**config.mk**
```make
export PLATFORM = sky130hd
export DESIGN_NAME = reversible_deque_engine_top_flat
export DESIGN_NICKNAME = d
export VERILOG_FILES = /design/src/sv/rde_pkg.sv /design/src/sv/rde_if.sv /design/src/sv/reversible_deque_engine_top.sv /design/src/sv/rde_ram.sv /design/src/flat_wrapper.sv
export SDC_FILE = /design/constraint.sdc
export NUM_CORES = 1
export LEC_CHECK = 0
export BUFFER_PORTS_ARGS = -buffer_cell sky130_fd_sc_hd__buf_2
export CAP_MARGIN = 20
export CELL_PAD_IN_SITES_DETAIL_PLACEMENT = 1
export CELL_PAD_IN_SITES_GLOBAL_PLACEMENT = 2
export CORE_ASPECT_RATIO = 0.9
export CORE_MARGIN = 2
export CORE_UTILIZATION = 45
export CTS_CLUSTER_DIAMETER = 200
export DETAILED_ROUTE_END_ITERATION = 7
export HOLD_SLACK_MARGIN = 0.05
export PLACE_DENSITY = 0.73
export SYNTH_ARGS = -nofsm -noshare
export SYNTH_HDL_FRONTEND = slang
export SYNTH_SLANG_ARGS = --single-unit
```
**constraint.sdc**
```tcl
create_clock -name clk_i -period 10.7 [get_ports clk_i]
set_input_delay 2.675 -clock clk_i [delete_from_list [all_inputs] [get_ports clk_i]]
set_output_delay 2.675 -clock clk_i [all_outputs]
set_load 0.03 [all_outputs]
```
**src/sv/rde_pkg.sv**
```systemverilog
`default_nettype none
package rde_pkg;

  // Default store depth
  localparam int unsigned DefaultDepth = 64;

  // Field widths
  localparam int unsigned CmdW    = 2;
  localparam int unsigned ValueW  = 16;
  localparam int unsigned StatusW = 2;

  // Command codes
  typedef enum logic [CmdW-1:0] {
    CMD_LOAD    = 2'd0,
    CMD_REVERSE = 2'd1,
    CMD_DELETE  = 2'd2,
    CMD_DUMP    = 2'd3
  } cmd_e;

  // Result status codes
  typedef enum logic [StatusW-1:0] {
    STS_ELEM     = 2'd0,
    STS_EMPTY    = 2'd1,
    STS_ERROR    = 2'd2,
    STS_OVERFLOW = 2'd3
  } status_e;

endpackage
`default_nettype wire

```
**src/sv/rde_if.sv**
```systemverilog
`default_nettype none
interface rde_in_if;
  import rde_pkg::*;

  logic              valid;
  logic              ready;
  logic [CmdW-1:0]   command;
  logic [ValueW-1:0] value;

  modport source (output valid, output command, output value, input ready);
  modport sink   (input valid, input command, input value, output ready);
endinterface

interface rde_out_if;
  import rde_pkg::*;

  logic               valid;
  logic               ready;
  logic [StatusW-1:0] status;
  logic [ValueW-1:0]  element;
  logic               last;

  modport source (output valid, output status, output element, output last, input ready);
  modport sink   (input valid, input status, input element, input last, output ready);
endinterface
`default_nettype wire

```
**src/sv/reversible_deque_engine_top.sv**
```systemverilog
`default_nettype none
// Bounded double-ended queue of up to DEPTH 16-bit elements with a lazy
// orientation flag. Load, reverse and delete are accepted back to back,
// also while an earlier result still waits at the output. A dump holds off
// input until its last result has entered the output register: a status or
// empty-list report is loaded once the output register is free, and a walk
// makes one store read a cycle while the output is not stalled, through
// the single read port of the element RAM, whose read is registered.
// The store needs no clearing pass after reset; entries are only read once
// written.
module reversible_deque_engine_top #(
  parameter int unsigned DEPTH = rde_pkg::DefaultDepth
) (
  input  wire logic clk_i,
  input  wire logic rst_ni,
  rde_in_if.sink    in_i,
  rde_out_if.source out_o
);
  import rde_pkg::*;

  localparam int unsigned IdxW = $clog2(DEPTH);
  localparam int unsigned CntW = $clog2(DEPTH + 1);
  localparam logic [IdxW:0]   DepthS = (IdxW + 1)'(DEPTH);
  localparam logic [CntW-1:0] DepthC = CntW'(DEPTH);
  localparam logic [CntW-1:0] OneC   = CntW'(1);

  typedef enum logic [1:0] {
    S_IDLE,
    S_WALK,
    S_REPORT
  } state_e;

  // Physical slot of an offset from the head, modulo DEPTH
  function automatic logic [IdxW-1:0] slot_of(logic [IdxW-1:0] head, logic [IdxW-1:0] off);
    logic [IdxW:0] sum;
    sum = {1'b0, head} + {1'b0, off};
    if (sum >= DepthS) begin
      sum = sum - DepthS;
    end
    return sum[IdxW-1:0];
  endfunction

  state_e             state_q;
  logic [IdxW-1:0]    head_q;
  logic [CntW-1:0]    count_q;
  logic               rev_q;
  logic               err_q;
  logic               ovf_q;
  logic [CntW-1:0]    walk_q;
  logic               dv_q;
  logic               dv_last_q;
  status_e            rpt_q;
  logic               out_valid_q;
  logic [StatusW-1:0] out_status_q;
  logic [ValueW-1:0]  out_element_q;
  logic               out_last_q;

  logic               in_acc;
  cmd_e               cmd;
  logic               out_free;
  logic               out_load;
  logic               rd_en;
  logic [CntW-1:0]    rd_off;
  logic [IdxW-1:0]    rd_addr;
  logic [IdxW-1:0]    wr_addr;
  logic               wr_en;
  logic [ValueW-1:0]  rd_data;

  assign in_i.ready = (state_q == S_IDLE);
  assign in_acc     = in_i.valid && in_i.ready;
  assign cmd        = cmd_e'(in_i.command);
  assign out_free   = !out_valid_q || out_o.ready;

  // New result enters the output register this cycle
  assign out_load = ((state_q == S_REPORT) || ((state_q == S_WALK) && dv_q)) && out_free;

  // Append at the physical back
  assign wr_addr = slot_of(head_q, count_q[IdxW-1:0]);
  assign wr_en   = in_acc && (cmd == CMD_LOAD) && !err_q && (count_q < DepthC);

  // Walk read: next read only when the previous data can move on
  assign rd_off  = rev_q ? (count_q - OneC - walk_q) : walk_q;
  assign rd_addr = slot_of(head_q, rd_off[IdxW-1:0]);
  assign rd_en   = (state_q == S_WALK) && (walk_q < count_q) && (!dv_q || out_free);

  rde_ram #(
    .WIDTH (ValueW),
    .DEPTH (DEPTH)
  ) u_store (
    .clk_i   (clk_i),
    .we_i    (wr_en),
    .waddr_i (wr_addr),
    .wdata_i (in_i.value),
    .re_i    (rd_en),
    .raddr_i (rd_addr),
    .rdata_o (rd_data)
  );

  // Control state and output register
  always_ff @(posedge clk_i or negedge rst_ni) begin
    if (!rst_ni) begin
      state_q       <= S_IDLE;
      head_q        <= '0;
      count_q       <= '0;
      rev_q         <= 1'b0;
      err_q         <= 1'b0;
      ovf_q         <= 1'b0;
      walk_q        <= '0;
      dv_q          <= 1'b0;
      dv_last_q     <= 1'b0;
      rpt_q         <= STS_EMPTY;
      out_valid_q   <= 1'b0;
      out_status_q  <= '0;
      out_element_q <= '0;
      out_last_q    <= 1'b0;
    end else begin
      // Drop a taken result
      if (out_valid_q && out_o.ready && !out_load) begin
        out_valid_q <= 1'b0;
      end

      case (state_q)
        S_IDLE: begin
          if (in_acc) begin
            if (cmd == CMD_DUMP) begin
              walk_q <= '0;
              dv_q   <= 1'b0;
              if (err_q) begin
                rpt_q   <= STS_ERROR;
                state_q <= S_REPORT;
              end else if (ovf_q) begin
                rpt_q   <= STS_OVERFLOW;
                state_q <= S_REPORT;
              end else if (count_q == '0) begin
                rpt_q   <= STS_EMPTY;
                state_q <= S_REPORT;
              end else begin
                state_q <= S_WALK;
              end
            end else if (!err_q) begin
              case (cmd)
                CMD_LOAD: begin
                  if (count_q < DepthC) begin
                    count_q <= count_q + OneC;
                  end else begin
                    ovf_q <= 1'b1;
                  end
                end
                CMD_REVERSE: begin
                  rev_q <= !rev_q;
                end
                CMD_DELETE: begin
                  if (count_q == '0) begin
                    err_q <= 1'b1;
                  end else begin
                    if (!rev_q) begin
                      head_q <= slot_of(head_q, IdxW'(1));
                    end
                    count_q <= count_q - OneC;
                  end
                end
                default: begin
                end
              endcase
            end
          end
        end

        S_REPORT: begin
          if (out_free) begin
            out_valid_q   <= 1'b1;
            out_status_q  <= rpt_q;
            out_element_q <= '0;
            out_last_q    <= 1'b1;
            head_q        <= '0;
            count_q       <= '0;
            rev_q         <= 1'b0;
            err_q         <= 1'b0;
            ovf_q         <= 1'b0;
            state_q       <= S_IDLE;
          end
        end

        S_WALK: begin
          // Advance the read side
          if (rd_en) begin
            walk_q    <= walk_q + OneC;
            dv_q      <= 1'b1;
            dv_last_q <= (walk_q + OneC == count_q);
          end else if (dv_q && out_free) begin
            dv_q <= 1'b0;
          end
          // Move read data into the output register
          if (dv_q && out_free) begin
            out_valid_q   <= 1'b1;
            out_status_q  <= STS_ELEM;
            out_element_q <= rd_data;
            out_last_q    <= dv_last_q;
            if (dv_last_q) begin
              head_q  <= '0;
              count_q <= '0;
              rev_q   <= 1'b0;
              err_q   <= 1'b0;
              ovf_q   <= 1'b0;
              state_q <= S_IDLE;
            end
          end
        end

        default: begin
          state_q <= S_IDLE;
        end
      endcase
    end
  end

  assign out_o.valid   = out_valid_q;
  assign out_o.status  = out_status_q;
  assign out_o.element = out_element_q;
  assign out_o.last    = out_last_q;

endmodule
`default_nettype wire

```
**src/sv/rde_ram.sv**
```systemverilog
`default_nettype none
module rde_ram #(
  parameter int unsigned WIDTH = 16,
  parameter int unsigned DEPTH = 64
) (
  input  wire logic                     clk_i,
  input  wire logic                     we_i,
  input  wire logic [$clog2(DEPTH)-1:0] waddr_i,
  input  wire logic [WIDTH-1:0]         wdata_i,
  input  wire logic                     re_i,
  input  wire logic [$clog2(DEPTH)-1:0] raddr_i,
  output logic      [WIDTH-1:0]         rdata_o
);

  logic [WIDTH-1:0] mem_q [DEPTH];

  // Write port
  always_ff @(posedge clk_i) begin
    if (we_i) begin
      mem_q[waddr_i] <= wdata_i;
    end
  end

  // Registered read, held while no read is issued
  always_ff @(posedge clk_i) begin
    if (re_i) begin
      rdata_o <= mem_q[raddr_i];
    end
  end

endmodule
`default_nettype wire

```
**src/flat_wrapper.sv**
```systemverilog
// flat-port wrapper written by rule: the top's interface ports become plain ports
module reversible_deque_engine_top_flat import rde_pkg::*;
#(
  parameter int unsigned DEPTH = rde_pkg::DefaultDepth
)
  (clk_i, rst_ni, in_i_valid, in_i_command, in_i_value, in_i_ready, out_o_valid, out_o_status, out_o_element, out_o_last, out_o_ready);
  rde_in_if in_i_i ();
  rde_out_if out_o_i ();
  input  wire logic clk_i;
  input  wire logic rst_ni;
  input wire logic [$bits(in_i_i.valid)-1:0] in_i_valid;
  input wire logic [$bits(in_i_i.command)-1:0] in_i_command;
  input wire logic [$bits(in_i_i.value)-1:0] in_i_value;
  output wire logic [$bits(in_i_i.ready)-1:0] in_i_ready;
  output wire logic [$bits(out_o_i.valid)-1:0] out_o_valid;
  output wire logic [$bits(out_o_i.status)-1:0] out_o_status;
  output wire logic [$bits(out_o_i.element)-1:0] out_o_element;
  output wire logic [$bits(out_o_i.last)-1:0] out_o_last;
  input wire logic [$bits(out_o_i.ready)-1:0] out_o_ready;
  assign in_i_i.valid = in_i_valid;
  assign in_i_i.command = in_i_command;
  assign in_i_i.value = in_i_value;
  assign in_i_ready = in_i_i.ready;
  assign out_o_valid = out_o_i.valid;
  assign out_o_status = out_o_i.status;
  assign out_o_element = out_o_i.element;
  assign out_o_last = out_o_i.last;
  assign out_o_i.ready = out_o_ready;
  reversible_deque_engine_top #(.DEPTH(DEPTH)) u_core (.clk_i(clk_i), .rst_ni(rst_ni), .in_i(in_i_i), .out_o(out_o_i));
endmodule
```
==> results.md <==
- Total GRT Usage: 0.231
- Overall die width: 331 um
- DR iter-0 viols: between 2000 and 2500
- Slew Viols, Final: 0
- Tmin final: about 6000 ps
- GRT overflow: 0
- H-tree depth: 3
- Final Hold Fails: 0
- Worst-path clk slew: about 60 ps
- DIE AREA: 0.0990 mm^2
- CTS hold repair buffers: 0
- Most common cell after layout, fill and taps aside: edfxtp_1
- Element type at the critical path start: flip-flop
- F_max: 164 MHz
- # diodes: 0
- Share of layout cells above drive strength 1: 0.246
- Hold path start: u_core.out_o.last$_DFFE_PN0P_
- # DRC: 0
- Gpl congestion: between 0.8 and 0.9
- Worst Hold Class: reg2reg
- Worst-path fanout max: 70
- First-pass GRT wire length: roughly 170000 um
- WL final: around 110000 um
- Most frequent cells in the layout: edfxtp_1 (1040), mux4_2 (256), nand2_1 (170), clkbuf_16 (111), buf_4 (102)
- Initial antenna violation count: 5
- CTS Buf Count: about 110
- Crit Path Class: reg2reg
- Worst setup startpoint: u_core.count_q[1]$_DFFE_PN0P_
- Die Y: 299 um
- DR WL/cell: 30.5 um
- DRT antenna net count: 0
- Synth Instances: around 2200
- CORE AREA: around 0.096 mm^2
- Setup Buffers After CTS: 0
- Post-cts sizing count: 0
- Fin util: 0.511
- Worst EP required: around 11000 ps
- Worst-Skew Late Latency: 700 ps
- Slew margin rel.: 0.285
- Syn avg cell area: just under 20 um^2
- Syn-to-layout area delta: 13.1%
- Root buffer cell: clkbuf_16
- Skew final: 49.6 ps
- Layout Nets: 2393
- # IOs: 43
- Vias in the first global route: between 20000 and 25000
- EDFF count, synth: 1040
- Placed Area: between 0.04 and 0.05 mm^2
- Mapped cell area: roughly 0.043 mm^2
- Warnings, synthesis: 0
- Endpoints failing setup: 0
- Synth Register Bits: ~1100
- Crit path DAT: approximately 6700 ps
- Post-DR vias/cell: 6.06
- Metal1 wirelength: slightly below 50000 um
- Largest area contributor in the netlist: edfxtp_1
- Synth top area cells: edfxtp_1 (72%), mux4_2 (13%), dfrtp_1 (2.8%), mux2i_1 (1.5%), nand2_1 (1.5%)
- DR vias: between 20000 and 25000
- Placed wire-length estimate: roughly 67000 um
- Syn_nets: between 2000 and 2500
- Fin area: around 0.05 mm^2
- Status: complete, no violations
- Clock Tree Buf Depth: 3
- Rows: between 100 and 150
- Routed wl met3: between 7000 and 8000 um
- TritonCTS clock tree: done
- Pin count of the biggest net entering global routing: 85
- Post-synth ARST share: 0.0450
- Post-route clock period utilization: 0.569
- 1st-pass router iterations: 8
- Seq/Total Area, Yosys: 0.748
- RSZ-0062 raised after global routing: false
- Distinct cells, synth: 67
- Uppermost layer routed: met5
- Max cap viols: 0
- Sink Count: about 1100
- Worst R2R Start: u_core.count_q[1]$_DFFE_PN0P_
- Primary FF master, synth: edfxtp_1
- Worst-Margin Slew: roughly 1100 ps
- Top cell type's share of synthesized area: 0.720
- TNS Setup: 0 ps
- Initial Utilization: 0.452
- Port Buffers: 42
- Metal2 WL: around 53000 um
- Worst setup EP type: flip-flop
==> Yosys cell counts, drive strengths merged, types with 24 or more instances <==
| master | instances |
|---|---|
| clkbuf | 66 |
| mux2i | 64 |
| dfrtp | 48 |
| nor2 | 95 |
| nand2 | 170 |
| nand3 | 55 |
| buf | 44 |
| inv | 24 |
| edfxtp | 1040 |
| o21ai | 36 |
| mux4 | 256 |
| ha | 31 |
==> logic make-up after synthesis <==
group,count (synthesis),share of synthesized area
fa+ha+maj,34,0.0103
compound gates,181,0.0314
mux,336,0.153
buf+inv,135,0.0131
simple gates,391,0.0400
xor+xnor,24,0.00484
flops,1089,0.748
==> path summary, 6_finish.rpt <==
path,to,slack (ps),depth (start not counted)
max,u_core.u_store.rdata_o[5]$_DFFE_PP_,4610,13
min reg2reg,u_core.out_o.last$_DFFE_PN0P_,500,2
max reg2reg,u_core.u_store.rdata_o[5]$_DFFE_PP_,4610,13
max in group asynchronous,u_core.rpt_q[0]$_DFFE_PN1P_,8070,2
min in group asynchronous,u_core.walk_q[6]$_DFFE_PN0P_,2010,1
min,u_core.out_o.last$_DFFE_PN0P_,500,2
==> stage by stage <==
step                      worst slack (ps)  hold WS (ps)  std cells
after global placement                4560           476       3490
after CTS                             4600           496       3694
after floorplan                       6060           443       2190
final                                 4610           496       3694
after global routing                  4300           530       3694
after detailed placement              4580           482       3491
==> sequential cells by signal, summed over array words and instances (netlist names) <==
signal / flops
u_core.head_q: 6
u_core.u_store.rdata_o: 16
u_core.u_store.mem_q: 1024
u_core.ovf_q: 1
u_core.out_o.last: 1
u_core.walk_q: 7
u_core.dv_last_q: 1
u_core.state_q: 2
u_core.count_q: 7
u_core.rev_q: 1
u_core.err_q: 1
u_core.dv_q: 1
u_core.out_o.element: 16
u_core.out_o.valid: 1
u_core.rpt_q: 2
u_core.out_o.status: 2
==> cell type report <==
type / count / area (um^2)
clock buffers: 138 / 2930
repair buffers: 146 / 1020
clock inverters: 65 / 538
inverters: 25 / 93.8
flip-flops and latches: 1089 / 32500
multi-input cells: 966 / 10500
fillers: 8564 / 47000
well taps: 1265 / 1580
==> per-layer routing <==
metal | track usage | vias up
li1 | - | 9284
met1 | 0.340 | 12100
met2 | 0.363 | 830
met3 | 0.0413 | 141
met4 | 0.0547 | 2
met5 | 0 | -
==> worst max-delay path: stages (launching register included) <==
cell	delay [ps]
dfrtp_1	500
inv_1	170
ha_1	300
inv_1	130
fa_1	430
nand2_1	60
o21ai_0	160
fa_4	1380
buf_4	920
mux4_2	360
nand2_1	130
a32o_1	450
a221oi_1	610
mux2_4	260
Power is left out: the tool's default activity adds up to more than one toggle a clock period on the data nets, which glitch-free logic cannot reach.
